==> config.mk <==
export PLATFORM = sky130hd
export DESIGN_NAME = printable_string_run_detector_unit
export DESIGN_NICKNAME = d
export VERILOG_FILES = /design/src/prsd_pkg.sv /design/src/printable_string_run_detector_unit.sv /design/src/prsd_char_class.sv
export VERILOG_INCLUDE_DIRS = /design/src /design/src/src
export SDC_FILE = /design/constraint.sdc
export NUM_CORES = 1
export LEC_CHECK = 0
export BUFFER_PORTS_ARGS = -buffer_cell sky130_fd_sc_hd__buf_2
export CAP_MARGIN = 20
export CELL_PAD_IN_SITES_DETAIL_PLACEMENT = 0
export CELL_PAD_IN_SITES_GLOBAL_PLACEMENT = 1
export CORE_MARGIN = 8
export CORE_UTILIZATION = 43
export CTS_CLUSTER_DIAMETER = 120
export DETAILED_ROUTE_END_ITERATION = 12
export GPL_ROUTABILITY_DRIVEN = 0
export PLACE_DENSITY = 0.75
export SETUP_SLACK_MARGIN = 0.02
export SYNTH_ARGS = -nofsm -noshare
export SYNTH_HDL_FRONTEND = slang
export SYNTH_SLANG_ARGS = --single-unit
==> constraint.sdc <==
create_clock -name clk -period 8 [get_ports clk]
set_clock_uncertainty 0.1 [all_clocks]
set_input_delay 0.4 -clock clk [delete_from_list [all_inputs] [get_ports clk]]
set_output_delay 0.4 -clock clk [all_outputs]
set_load 0.01 [all_outputs]
==> src/printable_string_run_detector_unit_defines.svh <==
// Assertion macros shared by the printable string run detector RTL.
// Depends on nothing; the using module supplies clk and rst_n.
`ifndef PRINTABLE_STRING_RUN_DETECTOR_UNIT_DEFINES_SVH
`define PRINTABLE_STRING_RUN_DETECTOR_UNIT_DEFINES_SVH
`ifndef SYNTHESIS
// Same-cycle implication, disabled while reset is asserted.
`define PRSD_ASSERT_IMPL(label, ante, cons) \
  label: assert property (@(posedge clk) disable iff (!rst_n) (ante) |-> (cons)) \
    else $error("assertion failed");
// Next-cycle implication, disabled while reset is asserted.
`define PRSD_ASSERT_NEXT(label, ante, cons) \
  label: assert property (@(posedge clk) disable iff (!rst_n) (ante) |=> (cons)) \
    else $error("assertion failed");
`else
`define PRSD_ASSERT_IMPL(label, ante, cons)
`define PRSD_ASSERT_NEXT(label, ante, cons)
`endif
`endif

==> src/prsd_pkg.sv <==
// Shared constants, types and register indexes of the printable string run detector.
// Depends on nothing; used by prsd_char_class and the top level.
package prsd_pkg;

  // Run length limit and the widths that follow from it.
  localparam int MAX_RUN_LENGTH = 256;
  localparam int LEN_W          = $clog2(MAX_RUN_LENGTH + 1);

  // Fixed field widths.
  localparam int ADDR_W      = 32;
  localparam int STR_LEN_W   = 9;
  localparam int MIN_LEN_W   = 9;
  localparam int MIN_LET_W   = 9;
  localparam int PCT_W       = 7;
  localparam int BYTE_W      = 8;
  localparam int CFG_IDX_W   = 2;
  localparam int CFG_DATA_W  = 32;
  localparam int OUT_TDATA_W = 48;
  localparam int CMP_W       = (LEN_W > MIN_LEN_W) ? LEN_W : MIN_LEN_W;
  localparam int PROD_W      = LEN_W + PCT_W;

  // Printable range and the percent scale.
  localparam logic [BYTE_W-1:0] PRINT_LO = 8'h20;
  localparam logic [BYTE_W-1:0] PRINT_HI = 8'h7E;
  localparam logic [PCT_W-1:0]  PERCENT_SCALE = 7'd100;

  // Type-descriptor name prefixes, first byte in the low bits.
  localparam int PREFIX_BYTES = 4;
  localparam logic [31:0] RTTI_CLASS_TAG  = 32'h5641_3F2E;
  localparam logic [31:0] RTTI_STRUCT_TAG = 32'h5541_3F2E;

  // Register reset values.
  localparam logic [ADDR_W-1:0]    BASE_ADDRESS_RST   = '0;
  localparam logic [MIN_LEN_W-1:0] MIN_LENGTH_RST     = 9'd6;
  localparam logic [MIN_LET_W-1:0] MIN_LETTERS_RST    = 9'd3;
  localparam logic [PCT_W-1:0]     USEFUL_PERCENT_RST = 7'd70;

  // Configuration register indexes.
  typedef enum logic [CFG_IDX_W-1:0] {
    CFG_BASE_ADDRESS   = 2'd0,
    CFG_MIN_LENGTH     = 2'd1,
    CFG_MIN_LETTERS    = 2'd2,
    CFG_USEFUL_PERCENT = 2'd3
  } cfg_reg_t;

  // Character class flags of one byte.
  typedef struct packed {
    logic printable;
    logic letter;
    logic useful;
  } char_class_t;

endpackage

==> src/printable_string_run_detector_unit.sv <==
// Printable string run detector top level; depends on prsd_pkg and prsd_char_class.
// A result, if any, is loaded into the output register when its item advances out
// of the input register, which holds while an untaken result fills the output register.
// Throughput: one item per clock while the output side takes results; the
// output register stalls the input stage only when a result is left untaken.
// Reset (rst_n, synchronous, active low) clears all runs and restores register defaults.
module printable_string_run_detector_unit
  import prsd_pkg::*;
(
  input  logic                   clk,
  input  logic                   rst_n,
  // Input bytes.
  input  logic                   in_tvalid,
  output logic                   in_tready,
  input  logic [BYTE_W-1:0]      in_tdata,    // [7:0] data_byte
  input  logic                   in_tlast,    // last_byte
  // Reported runs.
  output logic                   out_tvalid,
  input  logic                   out_tready,
  output logic [OUT_TDATA_W-1:0] out_tdata,   // [31:0] string_address, [40:32] string_length
  output logic                   out_tuser,   // [0] is_rtti
  // Configuration writes.
  input  logic                   cfg_valid,
  output logic                   cfg_ready,
  input  logic [CFG_IDX_W-1:0]   cfg_index,
  input  logic [CFG_DATA_W-1:0]  cfg_data
);

`include "printable_string_run_detector_unit_defines.svh"

  // Configuration registers.
  logic [ADDR_W-1:0]    base_address_r;
  logic [MIN_LEN_W-1:0] min_length_r;
  logic [MIN_LET_W-1:0] min_letters_r;
  logic [PCT_W-1:0]     useful_percent_r;

  // Input stage.
  logic              s_valid_r;
  logic [BYTE_W-1:0] s_byte_r;
  logic              s_last_r;

  // Run state.
  logic [ADDR_W-1:0] byte_offset_r;
  logic [ADDR_W-1:0] run_start_r;
  logic [LEN_W-1:0]  run_len_r;
  logic [LEN_W-1:0]  letter_cnt_r;
  logic [LEN_W-1:0]  useful_cnt_r;
  logic [31:0]       prefix_r;

  // Output register.
  logic                 out_valid_r;
  logic [ADDR_W-1:0]    out_addr_r;
  logic [STR_LEN_W-1:0] out_len_r;
  logic                 out_rtti_r;

  // Datapath.
  char_class_t      cls;
  logic             adv;
  logic             start_now;
  logic             hit_max;
  logic             close_run;
  logic             qualifies;
  logic             report;
  logic             rtti;
  logic [LEN_W-1:0] len_inc;
  logic [LEN_W-1:0] j_len;
  logic [LEN_W-1:0] j_let;
  logic [LEN_W-1:0] j_use;
  logic [ADDR_W-1:0] j_start;
  logic [31:0]       j_prefix;
  logic [PROD_W-1:0] use_scaled;
  logic [PROD_W-1:0] len_scaled;

  prsd_char_class u_char_class (
    .byte_i (s_byte_r),
    .cls_o  (cls)
  );

  // The stage moves whenever the output register is free or being emptied.
  assign adv       = s_valid_r && (!out_valid_r || out_tready);
  assign in_tready = !s_valid_r || !out_valid_r || out_tready;
  assign cfg_ready = 1'b1;

  // Run values as they stand after this byte is taken in.
  always_comb begin
    start_now = cls.printable && (run_len_r == '0);
    len_inc   = run_len_r + LEN_W'(1);
    j_len     = cls.printable ? len_inc : run_len_r;
    j_let     = letter_cnt_r + LEN_W'(cls.printable && cls.letter);
    j_use     = useful_cnt_r + LEN_W'(cls.printable && cls.useful);
    j_start   = start_now ? byte_offset_r : run_start_r;
    j_prefix  = prefix_r;
    if (cls.printable && (run_len_r < LEN_W'(PREFIX_BYTES))) begin
      j_prefix = prefix_r | (32'(s_byte_r) << {run_len_r[1:0], 3'b000});
    end
    hit_max   = cls.printable && (len_inc >= LEN_W'(MAX_RUN_LENGTH));
    close_run = (j_len != '0) && (s_last_r || !cls.printable || hit_max);
  end

  // Judge the closing run.
  always_comb begin
    use_scaled = PROD_W'(j_use) * PROD_W'(PERCENT_SCALE);
    len_scaled = PROD_W'(j_len) * PROD_W'(useful_percent_r);
    qualifies  = (CMP_W'(j_len) >= CMP_W'(min_length_r)) &&
                 (CMP_W'(j_let) >= CMP_W'(min_letters_r)) &&
                 (use_scaled >= len_scaled);
    report     = close_run && qualifies;
    rtti       = (j_len >= LEN_W'(PREFIX_BYTES)) &&
                 ((j_prefix == RTTI_CLASS_TAG) || (j_prefix == RTTI_STRUCT_TAG));
  end

  // Configuration registers.
  always_ff @(posedge clk) begin
    if (!rst_n) begin
      base_address_r   <= BASE_ADDRESS_RST;
      min_length_r     <= MIN_LENGTH_RST;
      min_letters_r    <= MIN_LETTERS_RST;
      useful_percent_r <= USEFUL_PERCENT_RST;
    end else if (cfg_valid && cfg_ready) begin
      unique case (cfg_reg_t'(cfg_index))
        CFG_BASE_ADDRESS:   base_address_r   <= cfg_data[ADDR_W-1:0];
        CFG_MIN_LENGTH:     min_length_r     <= cfg_data[MIN_LEN_W-1:0];
        CFG_MIN_LETTERS:    min_letters_r    <= cfg_data[MIN_LET_W-1:0];
        CFG_USEFUL_PERCENT: useful_percent_r <= cfg_data[PCT_W-1:0];
        default: ;
      endcase
    end
  end

  // Input stage register.
  always_ff @(posedge clk) begin
    if (!rst_n) begin
      s_valid_r <= 1'b0;
    end else if (in_tvalid && in_tready) begin
      s_valid_r <= 1'b1;
    end else if (adv) begin
      s_valid_r <= 1'b0;
    end
  end

  always_ff @(posedge clk) begin
    if (in_tvalid && in_tready) begin
      s_byte_r <= in_tdata;
      s_last_r <= in_tlast;
    end
  end

  // Run state update.
  always_ff @(posedge clk) begin
    if (!rst_n) begin
      byte_offset_r <= '0;
      run_start_r   <= '0;
      run_len_r     <= '0;
      letter_cnt_r  <= '0;
      useful_cnt_r  <= '0;
      prefix_r      <= '0;
    end else if (adv) begin
      byte_offset_r <= s_last_r ? '0 : byte_offset_r + ADDR_W'(1);
      if (close_run || s_last_r) begin
        run_start_r  <= '0;
        run_len_r    <= '0;
        letter_cnt_r <= '0;
        useful_cnt_r <= '0;
        prefix_r     <= '0;
      end else begin
        run_start_r  <= j_start;
        run_len_r    <= j_len;
        letter_cnt_r <= j_let;
        useful_cnt_r <= j_use;
        prefix_r     <= j_prefix;
      end
    end
  end

  // Output register.
  always_ff @(posedge clk) begin
    if (!rst_n) begin
      out_valid_r <= 1'b0;
    end else if (adv && report) begin
      out_valid_r <= 1'b1;
    end else if (out_tready) begin
      out_valid_r <= 1'b0;
    end
  end

  always_ff @(posedge clk) begin
    if (adv && report) begin
      out_addr_r <= base_address_r + j_start;
      out_len_r  <= STR_LEN_W'(j_len);
      out_rtti_r <= rtti;
    end
  end

  assign out_tvalid = out_valid_r;
  assign out_tdata  = {{(OUT_TDATA_W - ADDR_W - STR_LEN_W){1'b0}}, out_len_r, out_addr_r};
  assign out_tuser  = out_rtti_r;

  // An open run never holds the maximum length; it is closed on reaching it.
  `PRSD_ASSERT_IMPL(a_run_below_max, 1'b1, run_len_r < LEN_W'(MAX_RUN_LENGTH))
  // Letters are a subset of useful characters, which are a subset of the run.
  `PRSD_ASSERT_IMPL(a_cnt_order, 1'b1, letter_cnt_r <= useful_cnt_r && useful_cnt_r <= run_len_r)
  // The last byte of a section leaves the offset and run cleared.
  `PRSD_ASSERT_NEXT(a_last_clears, adv && s_last_r, (byte_offset_r == '0) && (run_len_r == '0))
  // With the output register empty the block always takes a new byte.
  `PRSD_ASSERT_IMPL(a_ready_when_empty, !out_valid_r, in_tready)
  // A reported run is never empty.
  `PRSD_ASSERT_IMPL(a_report_nonempty, adv && report, j_len != '0)

endmodule

==> src/prsd_char_class.sv <==
// Character classifier: printable, letter and useful flags for one byte.
// Depends on prsd_pkg.
module prsd_char_class
  import prsd_pkg::*;
(
  input  logic [BYTE_W-1:0] byte_i,
  output char_class_t       cls_o
);

  logic letter;
  logic digit;
  logic punct;

  // Letters and digits are plain range checks.
  assign letter = ((byte_i >= "A") && (byte_i <= "Z")) ||
                  ((byte_i >= "a") && (byte_i <= "z"));
  assign digit  = (byte_i >= "0") && (byte_i <= "9");

  // Punctuation that still counts as useful text.
  always_comb begin
    unique case (byte_i)
      " ", "_", ":", ".", "/", "\\", "-", "(", ")", "%", "$", "[", "]": punct = 1'b1;
      default: punct = 1'b0;
    endcase
  end

  assign cls_o.printable = (byte_i >= PRINT_LO) && (byte_i <= PRINT_HI);
  assign cls_o.letter    = letter;
  assign cls_o.useful    = letter || digit || punct;

endmodule

==> summary.md <==
| Metric | Value |
|---|---|
| Fmax | `0.133 GHz` |
| Worst EP required | `8.14 ns` |
| Die Ht | `201 um` |
| Top cells by count, synth | `184 x nand2_1, 182 x dfxtp_1, 136 x ha_1` |
| Syn. warnings | `0` |
| Number of cell rows | `68` |
| GRT overflow | `0` |
| Fin. max-slew vios | `0` |
| Worst Setup End Kind | `flop` |
| Total wire length | `36,900 um` |
| Crit Path Class | `flop to flop` |
| Layout cell share with drive strength beyond 1 | `12.4%` |
| Root buffer cell | `clkbuf_16` |
| Synth area leader | `dfxtp_1` |
| Synthesized area per cell | `9.25 um2` |
| Crit-path max FO | `33` |
| Worst slew margin | `32.2%` |
| Vias in the first global route | `11,900` |
| DIE WIDTH | `201 um` |
| Mapped Cells | `1,595` |
| CTS tree | `yes` |
| Buf+Inv Stages, Crit Path | `3` |
| VDD IR max | `0.000196 V` |
| Vias | `11,600` |
| Post-synthesis register bit count | `233` |
| Post-route setup TNS | `0 ns` |
| Crit path time final | `7.54 ns` |
| DPL Wire Length | `26,700 um` |
| WP data arrival | `7.68 ns` |
| CP max-delay cell | `edfxtp_1` |
| Delay-heaviest family, CP | `adder cells` |
| Pin count of the biggest net entering global routing | `81` |
| Endpoints failing setup | `0` |
| All-Layer GR Usage | `18.0%` |
| PortBufs | `91` |
| Status | `finished, final reports clean` |
| Inserted Clock Buffers | `28` |
| CP max stage delay | `0.55 ns` |
| Critical Path Source Type | `flop` |
| Power per cell area | `161 nW/um2` |
| Final hold violations | `0` |
| Worst path most repeated cell | `fa_1` |
| CP Cell Sequence | `and3_1 > a21oi_2 > mux2_2 > and2_1 > fa_1 > fa_1 > fa_1 > inv_1 > fa_1 > inv_1 > ha_1 > a21o_1 > a31o_2 > a41o_1 > o41ai_2 > o211ai_1 > ha_1 > nand2_1 > nor3_1 > o2111a_1 > o21ai_0 > nand3_1 > and4_2 > buf_12` |
| Clock buffer depth | `3` |
| Syn-to-layout area delta | `15.2%` |
| Async set-reset flop share out of synthesis | `0%` |
| Nets | `1,929` |
| DR iter-0 viols | `617` |
| # diodes | `0` |
| Via density | `5.31` |
| Reg clk slew, reported paths | `0.06 ns` |
| Netlist cell types | `70` |
| Number of I/O pins | `100` |
| Most area-consuming cells after synthesis | `dfxtp_1 25%, ha_1 12%, edfxtp_1 10%, fa_1 5.3%, nand2_1 4.7%` |
| Detailed-route DRC error count | `0` |
| Tcrit/Tclk final | `94.3%` |
| Die area | `40,500 um2` |
| Post-synthesis sequential area ratio | `35.1%` |
| Skew-Pair Late Insertion Delay | `0.57 ns` |
| First-pass GRT wire length | `61,500 um` |
| LEAKAGE | `7.50 nW` |
| Hold Crit Class | `input pin to flop` |
| Starting Density | `43.1%` |
| Clk sinks | `233` |
| Core area | `34,200 um2` |
| Initial antenna violation count | `0` |
| Htree depth | `1` |
| Worst-margin pin slew | `1.01 ns` |
| Netlist Area Pre-Place | `14,800 um2` |
| Max Cap Viol | `0` |
| Yosys top cell area share | `24.7%` |
| Post-route ant nets | `0` |
| Count leader, synth | `nand2_1` |
| DRT Pass-1 Iters | `5` |
| EDFF count, synth | `51` |
| Fillers | `3,252` |
| Synth Flop Type | `dfxtp_1` |
| Routed length per placed instance | `16.9 um` |
| Tot Pwr | `0.00274 W` |
-- worst min-delay path, cell delays in order --
cell,delay (ns)
buf_2,0.14
nand2_1,0.06
a21boi_0,0.07
-- final timing paths --
kind                             startpoint                end  slack (ns)  depth (start not counted)
worst max-delay path            s_byte_r[5]     out_addr_r[31]        0.46                         24
worst min-delay path            cfg_data[7]  base_address_r[7]        0.05                          3
worst max register to register  s_byte_r[5]     out_addr_r[31]        0.46                         24
worst min register to register  prefix_r[7]        prefix_r[7]        0.35                          1
-- layout by cell type, fill, tap and decap left out, types with 25 or more instances in the layout --
cell,n
buf_4,25
o2bb2ai_1,28
a21boi_0,52
mux2_2,30
inv_1,93
clkbuf_16,31
buf_2,90
nor2_1,75
and2_1,58
a21oi_1,63
dlygate4sd3_1,33
nand3_1,53
xnor2_1,49
edfxtp_1,51
dfxtp_1,182
ha_1,136
nor2b_1,51
fa_1,39
a22oi_1,45
nand2_1,183
o21ai_0,40
xor2_1,49
-- through the flow --
stage	utilization [%]	area, um2	worst slack [ns]	hold slack, ns	std cells
2_1_floorplan	-	14800	0.252	0.321	1601
3_3_place_gp	45.8	15700	0.376	0.339	2097
3_5_place_dp	45.9	15700	0.268	0.340	2098
4_1_cts	49.6	17000	0.185	0.00972	2181
5_1_grt	49.7	17000	-0.00562	0.0415	2181
6_report	49.7	17000	0.457	0.0509	2181
-- logic make-up after synthesis --
kind of cell	after synthesis	share of synthesized area, %
and+or+nand+nor	538	18.4
AOI/OAI and AO/OA	347	16.4
adders and majority gates	175	16.8
muxes	34	2.56
DFF	233	35.1
xor gates and xnor gates	98	5.82
buffers and inverters	168	4.82
other	2	0.0509
-- flip-flops by register name (all words and copies together), names as in the netlist --
signal,count
min_letters_r,9
out_len_r,9
out_tvalid,1
useful_cnt_r,9
out_tuser,1
useful_percent_r,7
run_len_r,9
letter_cnt_r,9
s_valid_r,1
byte_offset_r,32
prefix_r,32
min_length_r,9
s_last_r,1
out_addr_r,32
s_byte_r,8
run_start_r,32
base_address_r,32
-- area by class of cell --
cell class                      count  area (um2)  share of cell area, %
Multi-Input combinational cell   1200        8930                   52.5
Sequential cell                   233        5170                   30.5
Timing Repair Buffer              150        1020                   5.98
Clock buffer                       45         878                   5.17
Tap cell                          455         569                   3.35
Inverter                           93         349                   2.05
Clock inverter                      5        75.1                  0.442
-- metal layers --
layer	GRT usage, %	share of wire (%)	vias to the layer above
met1	23.3	47	5527
met5	0	0	-
li1	-	-	5817
met3	2.27	3.1	54
met4	4.44	2.3	0
met2	31.6	48	175
-- timing repair --
item	4_1_cts	5_1_grt
hold buffers	33	0
endpoints found under the setup margin	0	43
resized for setup	0	4
setup buffers	0	0
endpoints found under the hold margin	33	0
-- power by group --
group | internal, W | switching (W)
registers | 0.00122 | 0.0000166
clock network | 0.000783 | 0.000516
logic | 0.0000821 | 0.000124
total | 0.00208 | 0.000656
Power figures use the tool's default switching activity.
